<file path="src/rtl/wrp_pkg.sv">
`default_nettype none

package wrp_pkg;

  // Chunk ids as they collect in the shift register, first byte in the low lane
  localparam logic [31:0] ID_RIFF = 32'h4646_4952;
  localparam logic [31:0] ID_WAVE = 32'h4556_4157;
  localparam logic [31:0] ID_FMT  = 32'h2074_6D66;
  localparam logic [31:0] ID_FACT = 32'h7463_6166;
  localparam logic [31:0] ID_DATA = 32'h6174_6164;

  localparam logic [2:0] ST_OK       = 3'd0;
  localparam logic [2:0] ST_NOT_RIFF = 3'd1;
  localparam logic [2:0] ST_NOT_WAVE = 3'd2;
  localparam logic [2:0] ST_FORMAT   = 3'd3;
  localparam logic [2:0] ST_END      = 3'd4;

  // Accepted fmt format codes
  localparam logic [15:0] TAG_PCM   = 16'd1;
  localparam logic [15:0] TAG_FLOAT = 16'd3;
  localparam logic [15:0] TAG_ALAW  = 16'd6;
  localparam logic [15:0] TAG_MULAW = 16'd7;

  typedef struct packed {
    logic [7:0] data_byte;
    logic       end_of_stream;
  } wrp_in_t;

  typedef struct packed {
    logic [2:0]  status;
    logic [15:0] audio_format;
    logic [15:0] channel_count;
    logic [31:0] sample_rate_hz;
    logic [31:0] bytes_per_second;
    logic [15:0] frame_bytes;
    logic [15:0] sample_bits;
    logic [31:0] fact_length;
    logic [31:0] payload_bytes;
    logic [31:0] payload_offset;
  } wrp_out_t;

endpackage

`default_nettype wire

</file>
<file path="src/rtl/wrp_parser.sv">
`default_nettype none

module wrp_parser (
  input  logic             clk,
  input  logic             rst,
  input  logic             take,
  input  wrp_pkg::wrp_in_t item,
  output logic             res_valid,
  output wrp_pkg::wrp_out_t res
);
  import wrp_pkg::*;

  typedef enum logic [3:0] {
    PH_RIFF, PH_RSIZE, PH_WAVE, PH_CID, PH_CSIZE, PH_FMT, PH_FACT, PH_SKIP, PH_DONE
  } phase_t;

  phase_t       phase, phase_next;
  logic [31:0]  cnt, cnt_next;
  logic [31:0]  id_shift, id_shift_next;
  logic [31:0]  chunk_length, chunk_length_next;
  logic [127:0] fmt_fields, fmt_fields_next;
  logic [31:0]  fact_value, fact_value_next;
  logic [31:0]  file_offset, file_offset_next;
  logic         result_given, result_given_next;

  logic        give;
  logic [2:0]  give_status;
  logic [31:0] pbytes;
  logic [31:0] poff;
  logic [31:0] cnt1;
  logic [31:0] id_sh;
  logic [31:0] len_sh;
  logic [31:0] fo_inc;

  function automatic logic tag_ok(input logic [15:0] t);
    return t inside {TAG_PCM, TAG_FLOAT, TAG_ALAW, TAG_MULAW};
  endfunction

  always_comb begin
    phase_next        = phase;
    cnt_next          = cnt;
    id_shift_next     = id_shift;
    chunk_length_next = chunk_length;
    fmt_fields_next   = fmt_fields;
    fact_value_next   = fact_value;
    file_offset_next  = file_offset;
    result_given_next = result_given;
    give              = 1'b0;
    give_status       = ST_OK;
    pbytes            = '0;
    poff              = '0;
    cnt1   = cnt + 32'd1;
    id_sh  = {item.data_byte, id_shift[31:8]};
    len_sh = {item.data_byte, chunk_length[31:8]};
    fo_inc = (file_offset == 32'hFFFF_FFFF) ? file_offset : file_offset + 32'd1;

    if (item.end_of_stream) begin
      give        = !result_given;
      give_status = ST_END;
    end else if (!result_given) begin
      file_offset_next = fo_inc;
      case (phase)
        PH_RIFF, PH_WAVE, PH_CID: begin
          id_shift_next = id_sh;
          cnt_next      = cnt1;
          if (|cnt1[31:2]) begin
            cnt_next = '0;
            if (phase == PH_RIFF) begin
              phase_next = PH_RSIZE;
            end else if (phase == PH_CID) begin
              phase_next = PH_CSIZE;
            end else if (id_sh != ID_WAVE) begin
              give        = 1'b1;
              give_status = ST_NOT_WAVE;
            end else begin
              phase_next = PH_CID;
            end
          end
        end
        PH_RSIZE, PH_CSIZE: begin
          chunk_length_next = len_sh;
          cnt_next          = cnt1;
          if (|cnt1[31:2]) begin
            cnt_next = '0;
            if (phase == PH_RSIZE) begin
              if (id_shift != ID_RIFF) begin
                give        = 1'b1;
                give_status = ST_NOT_RIFF;
              end else begin
                phase_next = PH_WAVE;
              end
            end else if (id_shift == ID_DATA) begin
              give        = 1'b1;
              give_status = ST_OK;
              pbytes      = len_sh;
              poff        = fo_inc;
            end else if (id_shift == ID_FMT) begin
              if (len_sh == 32'd0) begin
                // empty body: check the tag held from before
                if (!tag_ok(fmt_fields[15:0])) begin
                  give        = 1'b1;
                  give_status = ST_FORMAT;
                end else begin
                  phase_next = PH_CID;
                end
              end else begin
                phase_next = PH_FMT;
              end
            end else if (len_sh == 32'd0) begin
              phase_next = PH_CID;
            end else if (id_shift == ID_FACT) begin
              phase_next = PH_FACT;
            end else begin
              phase_next = PH_SKIP;
            end
          end
        end
        PH_FMT: begin
          if (cnt < 32'd16) begin
            fmt_fields_next[{cnt[3:0], 3'b000} +: 8] = item.data_byte;
          end
          cnt_next = cnt1;
          if (cnt1 == chunk_length) begin
            if (!tag_ok(fmt_fields_next[15:0])) begin
              give        = 1'b1;
              give_status = ST_FORMAT;
            end else begin
              phase_next = PH_CID;
              cnt_next   = '0;
            end
          end
        end
        PH_FACT: begin
          if (cnt < 32'd4) begin
            fact_value_next[{cnt[1:0], 3'b000} +: 8] = item.data_byte;
          end
          cnt_next = cnt1;
          if (cnt1 == chunk_length) begin
            cnt_next   = '0;
            phase_next = PH_CID;
          end
        end
        PH_SKIP: begin
          cnt_next = cnt1;
          if (cnt1 == chunk_length) begin
            cnt_next   = '0;
            phase_next = PH_CID;
          end
        end
        default: ;
      endcase
      if (give) begin
        result_given_next = 1'b1;
        phase_next        = PH_DONE;
      end
    end

    res_valid            = give;
    res.status           = give_status;
    res.audio_format     = fmt_fields_next[15:0];
    res.channel_count    = fmt_fields_next[31:16];
    res.sample_rate_hz   = fmt_fields_next[63:32];
    res.bytes_per_second = fmt_fields_next[95:64];
    res.frame_bytes      = fmt_fields_next[111:96];
    res.sample_bits      = fmt_fields_next[127:112];
    res.fact_length      = fact_value_next;
    res.payload_bytes    = pbytes;
    res.payload_offset   = poff;
  end

  always_ff @(posedge clk) begin
    if (rst || (take && item.end_of_stream)) begin
      // end marker rearms the parser exactly as reset does
      phase        <= PH_RIFF;
      cnt          <= '0;
      id_shift     <= '0;
      chunk_length <= '0;
      fmt_fields   <= '0;
      fact_value   <= '0;
      file_offset  <= '0;
      result_given <= 1'b0;
    end else if (take) begin
      phase        <= phase_next;
      cnt          <= cnt_next;
      id_shift     <= id_shift_next;
      chunk_length <= chunk_length_next;
      fmt_fields   <= fmt_fields_next;
      fact_value   <= fact_value_next;
      file_offset  <= file_offset_next;
      result_given <= result_given_next;
    end
  end

  a_eos_rearms: assert property (@(posedge clk) disable iff (rst)
    take && item.end_of_stream |=> phase == PH_RIFF && !result_given && file_offset == 32'd0)
    else $error("end marker did not rearm the parser");

  a_given_done: assert property (@(posedge clk) disable iff (rst)
    result_given |-> phase == PH_DONE)
    else $error("result given but parser not in done phase");

  a_one_result: assert property (@(posedge clk) disable iff (rst)
    take && res_valid && !item.end_of_stream |=> result_given)
    else $error("result issued without marking it given");

  a_err_zero: assert property (@(posedge clk) disable iff (rst)
    res_valid && res.status != ST_OK |-> res.payload_bytes == 32'd0 && res.payload_offset == 32'd0)
    else $error("error result carries payload fields");

endmodule

`default_nettype wire

</file>
<file path="src/rtl/wrp_out_fifo.sv">
`default_nettype none

module wrp_out_fifo (
  input  logic              clk,
  input  logic              rst,
  input  logic              push,
  input  wrp_pkg::wrp_out_t push_item,
  output logic              full,
  output logic              pop_valid,
  input  logic              pop_ready,
  output wrp_pkg::wrp_out_t pop_item
);
  import wrp_pkg::*;

  wrp_out_t   mem [2];
  logic       wr_ptr;
  logic       rd_ptr;
  logic [1:0] count;
  logic       pop;

  assign full      = (count == 2'd2);
  assign pop_valid = (count != 2'd0);
  assign pop       = pop_valid && pop_ready;
  assign pop_item  = mem[rd_ptr];

  always_ff @(posedge clk) begin
    if (push) begin
      mem[wr_ptr] <= push_item;
    end
  end

  always_ff @(posedge clk) begin
    if (rst) begin
      wr_ptr <= 1'b0;
      rd_ptr <= 1'b0;
      count  <= '0;
    end else begin
      if (push) begin
        wr_ptr <= !wr_ptr;
      end
      if (pop) begin
        rd_ptr <= !rd_ptr;
      end
      count <= count + {1'b0, push} - {1'b0, pop};
    end
  end

  a_no_overflow: assert property (@(posedge clk) disable iff (rst)
    push |-> !full)
    else $error("result pushed into full queue");

  a_count_range: assert property (@(posedge clk) disable iff (rst)
    count != 2'd3)
    else $error("queue count out of range");

  a_count_hold: assert property (@(posedge clk) disable iff (rst)
    !push && !pop |=> count == $past(count))
    else $error("queue count moved without push or pop");

endmodule

`default_nettype wire

</file>
<file path="src/rtl/wav_riff_header_parser.sv">
`default_nettype none
// RIFF/WAVE header parser.
// src channel: one request per file byte (src_item.data_byte), or an end
// marker (src_item.end_of_stream = 1) that carries no byte, closes the file
// and rearms the parser for the next one.
// hdr channel: at most one header result per file: status, the fmt and fact
// fields captured so far, and on success the data chunk size and offset.
// Throughput: one request per cycle while src_ready is high; every byte only
// updates the phase, counters and shift registers in a single registered step.
// Results: a result is pushed into the two-entry result queue when the request
// that caused it is accepted, and hdr_valid is registered from the queue.
// Bytes after a result are taken and dropped until the end marker.
// Stall: while hdr_ready is low the queue holds up to two results; src_ready
// drops only when both entries are full.
// Reset: synchronous; clears the queue and returns the parser to the
// preamble phase with all captured fields at zero.
module wav_riff_header_parser (
  input  logic              clk,
  input  logic              rst,
  input  logic              src_valid,
  output logic              src_ready,
  input  wrp_pkg::wrp_in_t  src_item,
  output logic              hdr_valid,
  input  logic              hdr_ready,
  output wrp_pkg::wrp_out_t hdr_item
);
  import wrp_pkg::*;

  logic     take;
  logic     res_valid;
  wrp_out_t res;
  logic     full;

  assign src_ready = !full;
  assign take      = src_valid && src_ready;

  wrp_parser u_parser (
    .clk       (clk),
    .rst       (rst),
    .take      (take),
    .item      (src_item),
    .res_valid (res_valid),
    .res       (res)
  );

  wrp_out_fifo u_out_fifo (
    .clk       (clk),
    .rst       (rst),
    .push      (take && res_valid),
    .push_item (res),
    .full      (full),
    .pop_valid (hdr_valid),
    .pop_ready (hdr_ready),
    .pop_item  (hdr_item)
  );

endmodule

`default_nettype wire

</file>
<file path="config.mk">
export PLATFORM = sky130hd
export DESIGN_NAME = wav_riff_header_parser
export DESIGN_NICKNAME = d
export VERILOG_FILES = /design/src/rtl/wrp_pkg.sv /design/src/rtl/wrp_parser.sv /design/src/rtl/wrp_out_fifo.sv /design/src/rtl/wav_riff_header_parser.sv
export SDC_FILE = /design/constraint.sdc
export NUM_CORES = 1
export LEC_CHECK = 0
export BUFFER_PORTS_ARGS = -buffer_cell sky130_fd_sc_hd__buf_2
export CORE_MARGIN = 2
export CORE_UTILIZATION = 60
export CTS_BUF_LIST = sky130_fd_sc_hd__clkbuf_4 sky130_fd_sc_hd__clkbuf_8 sky130_fd_sc_hd__clkbuf_16
export DETAILED_ROUTE_END_ITERATION = 8
export HOLD_SLACK_MARGIN = 0.02
export PLACE_DENSITY_LB_ADDON = 0.08
export SKIP_CTS_REPAIR_TIMING = 1
export SYNTH_ARGS = -nofsm -noshare
export SYNTH_HDL_FRONTEND = slang
export SYNTH_SLANG_ARGS = --single-unit
export TNS_END_PERCENT = 10
</file>
<file path="constraint.sdc">
create_clock -name clk -period 38.5 [get_ports clk]
set_input_delay 1.925 -clock clk [delete_from_list [all_inputs] [get_ports clk]]
set_output_delay 1.925 -clock clk [all_outputs]
set_load 0.02 [all_outputs]
</file>
==> results of run 1 <==
## path summary, 6_finish.rpt
check,slack [ns],cells past startpoint,end
setup reg to reg,31.81,14,u_out_fifo.mem[0][194]$_DFFE_PP_
hold reg to reg,0.45,2,u_parser.fmt_fields[17]$_SDFFE_PP0P_
hold / removal,0.45,2,u_parser.fmt_fields[17]$_SDFFE_PP0P_
setup / recovery,31.81,14,u_out_fifo.mem[0][194]$_DFFE_PP_
## cells by family after synthesis
logic type | count (synthesis) | synth area share [%]
multiplexers | 302 | 10.2
AO/OA/AOI/OAI | 483 | 8.35
buffers and inverters | 227 | 2.74
XOR/XNOR | 108 | 2.94
AND/OR/NAND/NOR | 1172 | 16.1
adder cells (fa/ha/maj) | 9 | 0.341
flip-flops | 752 | 59.3
## per-layer routing
metal	part of all wire, %	up-vias	track usage (%)
met3	7.4	144	5.07
met5	0.014	-	0
met2	46	874	46.0
met4	2.6	2	9.55
met1	44	11727	43.1
li1	-	11144	-
## stage by stage
step / cells / utilization (%) / setup slack [ns] / instance area (um^2)
floorplan: 3053 / - / 24.15 / 33100
global placement: 3812 / 63.1 / 31.50 / 34600
detailed placement: 3812 / 63.1 / 31.39 / 34600
CTS: 3954 / 67.8 / 31.90 / 37100
global route: 3954 / 67.8 / 31.40 / 37100
finish: 3954 / 67.8 / 31.81 / 37100
## state kept, by name, indices dropped and copies added, names as in the netlist, named ones only
name and flops:
u_parser.fact_value 32, u_out_fifo.mem 454, u_parser.file_offset 32, u_parser.phase 4
u_parser.cnt 32, u_parser.chunk_length 32, u_out_fifo.wr_ptr 1, u_out_fifo.count 2
u_out_fifo.rd_ptr 1, u_parser.fmt_fields 128, u_parser.id_shift 32, u_parser.result_given 1
## cell type report
cell class	count	area, um^2	share of cell area, %
Clock inverter	39	385	1.04
Clock buffer	103	2160	5.83
Inverter	15	56.3	0.152
Timing Repair Buffer	267	1410	3.81
Sequential cell	752	19600	52.8
Multi-Input combinational cell	2074	12600	34.0
Tap cell	704	881	2.37
## cells in the final DEF, fill, tap and decap left out, types with 5 or more instances in the layout
| cell | instances |
|---|---|
| nand2_1 | 675 |
| edfxtp_1 | 454 |
| dfxtp_1 | 297 |
| mux2_2 | 288 |
| a21oi_1 | 251 |
| buf_2 | 241 |
| nor2_1 | 132 |
| o21ai_0 | 117 |
| clkbuf_16 | 78 |
| nand3_1 | 74 |
| xnor2_1 | 56 |
| xor2_1 | 49 |
| and2_1 | 46 |
| nand4_1 | 39 |
| nor3_1 | 37 |
| nor4_1 | 29 |
| buf_4 | 25 |
| o31ai_1 | 24 |
| clkbuf_4 | 21 |
| or3_1 | 20 |
| clkinv_2 | 20 |
| a311oi_1 | 17 |
| and3_1 | 15 |
| inv_1 | 15 |
| nand2b_1 | 15 |
| nor2b_1 | 14 |
| and4_1 | 14 |
| mux2i_1 | 14 |
| a31oi_1 | 12 |
| or4_1 | 10 |
| ha_1 | 9 |
| nor4b_1 | 8 |
| nor3b_1 | 7 |
| or2_2 | 7 |
| a211oi_1 | 7 |
| o22ai_1 | 6 |
| a21o_1 | 5 |
## critical path: cells and delay by family, from the launching register on
kind                     cells  cell delay, ns
buffers and inverters        5            1.70
AND/OR/NAND/NOR              4            1.11
XOR/XNOR                     1            1.01
AO/OA/AOI/OAI                3            0.71
flip-flops                   1            0.68
adder cells (fa/ha/maj)      1            0.56
## power by group through the flow
stage | combinational, mW | sequential [mW] | clock [mW]
after global routing | 0.364 | 0.901 | 0.785
after floorplan | 0.240 | 0.921 | 0
after CTS | 0.348 | 0.898 | 0.753
after global placement | 0.345 | 0.914 | 0
after detailed placement | 0.346 | 0.916 | 0
final | 0.345 | 0.899 | 0.743
==> flow_metrics.env, run 1 <==
export IMPL_finalNetCount=3208
export IMPL_p_int_mw=1.43
export IMPL_std_cell_rows=86
export IMPL_finalSetupTns_ns=0
export IMPL_period_needed_ns=6.69
export IMPL_maxSlewViolCount=0
export IMPL_fin_total_pwr_mw=1.99
export IMPL_synth_largest_area_cell="edfxtp_1"
export IMPL_clock_sinks=752
export IMPL_syn_num_nets=3075
export IMPL_dp_hpwl_um=54700
export IMPL_via_per_inst=6.04
export IMPL_p_comb_share_pct=17.4
export IMPL_p_leak_nw=12.5
export IMPL_vias=23891
export IMPL_crit_type="reg -> reg"
export IMPL_finalWirelength_um=85700
export IMPL_maxCapViolCount=0
export IMPL_synthCells=3053
export IMPL_cts_buffers=76
export IMPL_drtAntennaViolNets=0
export IMPL_yosys_area_top_type_share_pct=41.2
export IMPL_layout_drive_gt1_share_pct=22.2
export IMPL_htreeDepth=3
export IMPL_coreArea_mm2=0.0548
export IMPL_worst_path_most_repeated_cell="inv_1"
export IMPL_cp_start_kind="flop"
export IMPL_synth_edf_count=454
export IMPL_cp_required_ns=38.74
export IMPL_fillers=4115
export IMPL_grt_usage_pct=29.8
export IMPL_ctsLongestPathBuffers=3
export IMPL_clock_skew_ns=0.0314
export IMPL_async_reset_ff_share_pct=0
export IMPL_die_x_um=239
export IMPL_switching_share_pct=28.1
export IMPL_p_switching_uw=557
export IMPL_grt_pass1_wl_um=131000
export IMPL_post_synth_cell_area_avg_um2=10.8
export IMPL_yosysUniqueCellTypes=74
export IMPL_root_buffer="clkbuf_16"
export IMPL_worstSetupEndpointType="flop"
export IMPL_max_clock_freq_mhz=149
export IMPL_pwr_share_clk_pct=37.4
export IMPL_syn_area_mm2=0.0331
export IMPL_period_share_pct=17.4
export IMPL_rsz0062_at_grt="false"
export IMPL_die_h_um=239
export IMPL_die_area_mm2=0.0570
export IMPL_antenna_cells=0
export IMPL_hold_viol=0
export IMPL_antenna_found_initial=1
export IMPL_areaGrowthSynthToFinish_pct=12.3
export IMPL_ys_seq_area_share_pct=59.3
export IMPL_crit_path_max_incr_delay_ns=1.01
export IMPL_gp_congestion=0.910
export IMPL_critPathLaunch="u_parser.cnt[0]$_SDFFE_PP0P_"
export IMPL_path_max_fanout=167
export IMPL_ios=242
export IMPL_tritoncts="yes"
export IMPL_dr_pass1_iters=8
export IMPL_wl_per_cell_um=21.7
export IMPL_status="finished clean"
export IMPL_yosysMostFrequentCell="nand2_1"
export IMPL_clkTransAtPathRegs_ns=0.07
export IMPL_grt_pass1_vias=22835
export IMPL_clkLatencyLatePin_ns=0.64
export IMPL_tightest_slew_ns=1.35
export IMPL_slew_headroom_pct=9.75
export IMPL_slowest_stage="xnor2_1"
export IMPL_reg2reg_from="u_parser.cnt[0]$_SDFFE_PP0P_"
export IMPL_ir_drop_mv=0.0474
export IMPL_hold_start="u_parser.fmt_fields[17]$_SDFFE_PP0P_"
export IMPL_synth_flop_cell="edfxtp_1"
export IMPL_synthTopCellsByArea="edfxtp_1 (41%), dfxtp_1 (18%), mux2_2 (9.8%), nand2_1 (7.7%), a21oi_1 (3.8%)"
export IMPL_p_per_area_mw_per_mm2=53.5
export IMPL_setup_viol=0
export IMPL_drc_errors=0
export IMPL_seqPwrFrac_pct=45.2
export IMPL_drtIter0Drc=2104
export IMPL_start_util_pct=60.4
export IMPL_overflow=0
export IMPL_synth_commonest_cells="nand2_1 (676), edfxtp_1 (454), dfxtp_1 (298), mux2_2 (288), a21oi_1 (251)"
export IMPL_port_buffers=241
export IMPL_synth_yosys_warnings=0
export IMPL_path_cells="inv_1, ha_1, xnor2_1, nand2_1, nor4_1, o2111a_1, o311a_1, inv_1, nor4_4, o31a_1, inv_1, nor2_4, buf_4, buf_12"
export IMPL_cp_arrival_ns=6.93
export IMPL_holdWs_ns=0.453
export IMPL_min_path_type="reg -> reg"
export IMPL_grt_max_degree=168
export IMPL_synth_seq_cells=752
Power figures use the tool's default switching activity.
==> inputs of run 2 (changes only) <==
Clock period 38.5 ns to 6.2 ns, I/O delays scaled along.
==> flow_metrics.env, run 2 (synthesis gave the netlist of run 1 again) <==
export IMPL_clkTransAtPathRegs_ns=0.07
export IMPL_wl_per_cell_um=21.9
export IMPL_cp_arrival_ns=5.70
export IMPL_gp_congestion=0.950
export IMPL_worst_slack_ns=0.791
export IMPL_max_clock_freq_mhz=185
export IMPL_top_regs="u_out_fifo.mem: 454 flops, u_parser.fmt_fields: 128 flops"
export IMPL_cp_required_ns=6.49
export IMPL_coreArea_mm2=0.0548
export IMPL_drtAntennaViolNets=0
export IMPL_p_leak_nw=12.7
export IMPL_htreeDepth=3
export IMPL_clkLatencyLatePin_ns=0.64
export IMPL_die_h_um=239
export IMPL_mostFrequentLayoutCell="nand2_1"
export IMPL_min_path_type="in -> reg"
export IMPL_dp_hpwl_um=55500
export IMPL_clock_sinks=752
export IMPL_ir_drop_mv=0.254
export IMPL_overflow=0
export IMPL_finalNetCount=3220
export IMPL_layout_common_cells="nand2_1 (673), edfxtp_1 (454), dfxtp_1 (295)"
export IMPL_dr_pass1_iters=6
export IMPL_hold_viol=0
export IMPL_holdWs_ns=0.0340
export IMPL_regMostFlops="u_out_fifo.mem"
export IMPL_rr_worst_depth=13
export IMPL_clock_skew_ns=0.0345
export IMPL_maxCapViolCount=0
export IMPL_tritoncts="yes"
export IMPL_setup_viol=0
export IMPL_root_buffer="clkbuf_16"
export IMPL_ctsLongestPathBuffers=3
export IMPL_antenna_cells=0
export IMPL_pre_cts_ws_ns=0.902
export IMPL_drc_errors=0
export IMPL_period_needed_ns=5.41
export IMPL_antenna_found_initial=0
export IMPL_grt_pass1_vias=22931
export IMPL_place_area_mm2=0.0349
export IMPL_drtIter0Drc=1997
export IMPL_std_cell_rows=86
export IMPL_die_area_mm2=0.0570
export IMPL_finalSetupTns_ns=0
export IMPL_rsz0062_at_grt="false"
export IMPL_final_area_mm2=0.0375
export IMPL_p_per_area_mw_per_mm2=334
export IMPL_whs_path_depth=1
export IMPL_finalWirelength_um=86800
export IMPL_largest_reg_flops=454
export IMPL_layout_drive_gt1_share_pct=22.9
export IMPL_cp_start_kind="flop"
export IMPL_start_util_pct=60.4
export IMPL_cts_buffers=77
export IMPL_status="finished clean"
export IMPL_die_x_um=239
export IMPL_worstSetupEndpointType="flop"
export IMPL_tightest_slew_ns=1.18
export IMPL_slew_headroom_pct=20.9
export IMPL_via_per_inst=6.05
export IMPL_path_max_fanout=24
export IMPL_fillers=4060
export IMPL_crit_type="reg -> reg"
export IMPL_maxSlewViolCount=0
export IMPL_grt_max_degree=160
export IMPL_ios=242
export IMPL_fin_total_pwr_mw=12.5
export IMPL_areaGrowthSynthToFinish_pct=13.5
export IMPL_vias=24002
export IMPL_port_buffers=241
export IMPL_period_share_pct=87.2
export IMPL_grt_pass1_wl_um=132000
export IMPL_grt_usage_pct=29.9
## run 2: cell type report
class	instances	area, um^2	share of cell area [%]
tap	704	881	2.35
timing repair buffer	278	1600	4.26
inverter	15	58.8	0.157
clock buffer	106	2250	5.99
multi-input combinational	2074	12700	33.9
sequential	752	19600	52.2
clock inverter	37	410	1.09
## run 2: power by group
| group | leakage [nW] | switching [mW] | internal [mW] | total, mW |
|---|---|---|---|---|
| registers | 6.60 | 0.0670 | 5.50 | 5.56 |
| logic | 4.76 | 1.45 | 0.750 | 2.20 |
| clock network | 1.33 | 1.97 | 2.82 | 4.79 |
## run 2: final timing paths
kind,startpoint,slack (ns),endpoint
hold / removal,src_item[0],0.03,u_out_fifo.mem[1][226]$_DFFE_PP_
setup / recovery,u_parser.cnt[1]$_SDFFE_PP0P_,0.79,u_out_fifo.mem[0][167]$_DFFE_PP_
setup reg to reg,u_parser.cnt[1]$_SDFFE_PP0P_,0.79,u_out_fifo.mem[0][167]$_DFFE_PP_
hold reg to reg,u_parser.fmt_fields[18]$_SDFFE_PP0P_,0.45,u_parser.fmt_fields[18]$_SDFFE_PP0P_
## run 2: critical path, stage by stage (launching register included)
cell and delay [ns]:
dfxtp_2 0.49, inv_1 0.17, ha_1 0.54, xnor2_1 0.98, nand2_1 0.17, nor4_1 0.31
o2111a_1 0.24, o311a_1 0.27, inv_2 0.07, nor4_4 0.43, o31a_1 0.28, inv_2 0.08
nor2_4 0.55, buf_4 0.45
## run 2: metal layers
metal	global-route usage, %	up-vias	routed length [um]
met2	47.2	938	40600
li1	-	11166	-
met5	0	-	0
met3	5.15	142	6720
met4	9.36	0	2160
met1	42.4	11756	37300
## run 2: stage by stage
step                      std cells  util [%]
after detailed placement       3822      63.7
after floorplan                3053         -
after global routing           3966      68.5
after CTS                      3965      68.5
final                          3966      68.5
after global placement         3822      63.7
==> inputs of run 3 (changes only) <==
Settings changed: SYNTH_HIERARCHICAL set to 1.
==> flow_metrics.env, run 3 <==
export IMPL_via_per_inst=6.12
export IMPL_die_area_mm2=0.0579
export IMPL_async_reset_ff_share_pct=0
export IMPL_synth_largest_area_cell="edfxtp_1"
export IMPL_maxSlewViolCount=0
export IMPL_coreArea_mm2=0.0552
export IMPL_cts_buffers=77
export IMPL_synth_edf_count=454
export IMPL_syn_area_mm2=0.0336
export IMPL_slew_headroom_pct=0.427
export IMPL_drtIter0Drc=2051
export IMPL_drtAntennaViolNets=0
export IMPL_largest_reg_flops=454
export IMPL_die_x_um=241
export IMPL_syn_num_nets=3019
export IMPL_synth_seq_cells=752
export IMPL_p_comb_share_pct=18.7
export IMPL_wl_per_cell_um=22.8
export IMPL_yosysUniqueCellTypes=78
export IMPL_fin_total_pwr_mw=13.0
export IMPL_final_area_mm2=0.0381
export IMPL_synth_flop_cell="edfxtp_1"
export IMPL_tritoncts="yes"
export IMPL_port_buffers=241
export IMPL_std_cell_rows=86
export IMPL_root_buffer="clkbuf_16"
export IMPL_ios=242
export IMPL_drc_errors=0
export IMPL_synthCells=2997
export IMPL_clkLatencyLatePin_ns=0.62
export IMPL_mostFrequentLayoutCell="edfxtp_1"
export IMPL_grt_max_degree=183
export IMPL_synthTopCellsByArea="edfxtp_1 (41%), dfxtp_1 (18%), mux2_2 (8.7%), nand2_1 (4.8%), nor2_1 (2.8%)"
export IMPL_die_h_um=241
export IMPL_status="finished clean"
export IMPL_layout_drive_gt1_share_pct=24.5
export IMPL_grt_usage_pct=30.6
export IMPL_worstSetupEndpointType="flop"
export IMPL_cp_arrival_ns=5.72
export IMPL_seqPwrFrac_pct=43.8
export IMPL_clock_sinks=752
export IMPL_tightest_slew_ns=1.49
export IMPL_vias=24246
export IMPL_place_area_mm2=0.0353
export IMPL_min_path_type="in -> reg"
export IMPL_pre_cts_ws_ns=0.857
export IMPL_ys_seq_area_share_pct=58.3
export IMPL_ctsLongestPathBuffers=3
export IMPL_final_util_pct=69.0
export IMPL_fillers=4062
export IMPL_clkTransAtPathRegs_ns=0.06
export IMPL_worst_slack_ns=0.778
export IMPL_period_share_pct=87.4
export IMPL_top_regs="u_out_fifo/mem: 454 flops, u_parser/fmt_fields: 128 flops"
export IMPL_switching_share_pct=27.3
export IMPL_placed_cells=3813
export IMPL_path_max_fanout=45
export IMPL_layout_common_cells="edfxtp_1 (454), nand2_1 (432), dfxtp_1 (294)"
export IMPL_cp_required_ns=6.50
export IMPL_synth_yosys_warnings=6
export IMPL_p_leak_nw=13.9
export IMPL_maxCapViolCount=0
export IMPL_synth_commonest_cells="edfxtp_1 (454), nand2_1 (432), dfxtp_1 (298), mux2_2 (261), nor2_1 (247)"
export IMPL_path_cells="nand3_4, or4_1, or4_4, a32oi_1, nand3_1, nor4_4, nand3_2, a31oi_1, and3b_2, nor2b_4, buf_12"
export IMPL_p_per_area_mw_per_mm2=343
export IMPL_post_synth_cell_area_avg_um2=11.2
export IMPL_ir_drop_mv=0.273
export IMPL_p_int_mw=9.48
export IMPL_dp_hpwl_um=58500
export IMPL_slowest_stage="dfxtp_1"
export IMPL_clock_skew_ns=0.0227
export IMPL_finalWirelength_um=90100
export IMPL_yosysMostFrequentCell="edfxtp_1"
export IMPL_p_switching_mw=3.56
export IMPL_gp_congestion=0.905
export IMPL_period_needed_ns=5.42
export IMPL_start_util_pct=60.9
export IMPL_holdWs_ns=0.0638
export IMPL_antenna_found_initial=7
export IMPL_grt_pass1_vias=22932
export IMPL_max_clock_freq_mhz=184
export IMPL_yosys_area_top_type_share_pct=40.6
export IMPL_crit_path_max_incr_delay_ns=0.86
export IMPL_htreeDepth=3
export IMPL_setup_viol=0
export IMPL_dr_pass1_iters=5
export IMPL_pwr_share_clk_pct=37.5
export IMPL_areaGrowthSynthToFinish_pct=13.3
export IMPL_grt_pass1_wl_um=134000
export IMPL_overflow=0
export IMPL_cp_start_kind="flop"
export IMPL_hold_viol=0
export IMPL_final_cells=3961
export IMPL_regMostFlops="u_out_fifo/mem"
export IMPL_finalNetCount=3167
export IMPL_rsz0062_at_grt="false"
export IMPL_finalSetupTns_ns=0
export IMPL_crit_type="reg -> reg"
-- run 3: final timing paths --
kind	depth (start not counted)	slack, ns	startpoint	endpoint
setup reg to reg	11	0.78	u_parser/cnt[3]$_SDFFE_PP0P_	u_out_fifo/mem[0][116]$_DFFE_PP_
hold reg to reg	2	0.47	u_parser/fmt_fields[51]$_SDFFE_PP0P_	u_parser/fmt_fields[51]$_SDFFE_PP0P_
hold / removal	1	0.06	src_item[0]	u_out_fifo/mem[1][226]$_DFFE_PP_
setup / recovery	11	0.78	u_parser/cnt[3]$_SDFFE_PP0P_	u_out_fifo/mem[0][116]$_DFFE_PP_
-- run 3: cells by family (layout without fill, tap and decap cells) --
| group | after synthesis | in the layout | synth area share (%) |
|---|---|---|---|
| buffers and inverters | 234 | 445 | 3.01 |
| adders and majority gates | 9 | 9 | 0.335 |
| DFF | 752 | 752 | 58.3 |
| muxes | 353 | 353 | 11.9 |
| and+or+nand+nor | 1121 | 1121 | 15.9 |
| xor gates and xnor gates | 85 | 85 | 2.30 |
| AOI/OAI and AO/OA | 443 | 443 | 8.16 |
| other | 0 | 5 | 0 |
-- run 3: final cells by class --
cell class | count | area, um^2 | area share, %
flip-flops and latches | 752 | 19600 | 51.5
multi-input cells | 2011 | 13100 | 34.4
clock buffers | 112 | 2300 | 6.05
repair buffers | 277 | 1620 | 4.25
well taps | 748 | 936 | 2.46
clock inverters | 30 | 409 | 1.07
inverters | 26 | 98.8 | 0.260
diodes | 5 | 12.5 | 0.0329
-- run 3: worst max-delay path, delay by kind of cell, from the launching register on --
kind            cells  cell delay, ns
buf+inv             1            0.35
simple gates        8            3.46
compound gates      2            0.38
flops               1            0.86
-- run 3: layer usage --
| layer | up-vias | wire length [um] | GRT usage, % |
|---|---|---|---|
| li1 | 11099 | - | - |
| met1 | 11999 | 37800 | 41.6 |
| met2 | 943 | 42300 | 48.3 |
| met3 | 201 | 6700 | 6.06 |
| met4 | 4 | 3340 | 12.6 |
| met5 | - | 28 | 0 |
-- run 3: power by group through the flow --
stage | Clock, mW | Combinational [mW] | Sequential (mW)
after floorplan | 0 | 1.73 | 5.78
after global placement | 0 | 2.39 | 5.81
after detailed placement | 0 | 2.42 | 5.82
after CTS | 4.95 | 2.43 | 5.72
after global routing | 5.13 | 2.56 | 5.74
final | 4.88 | 2.44 | 5.72
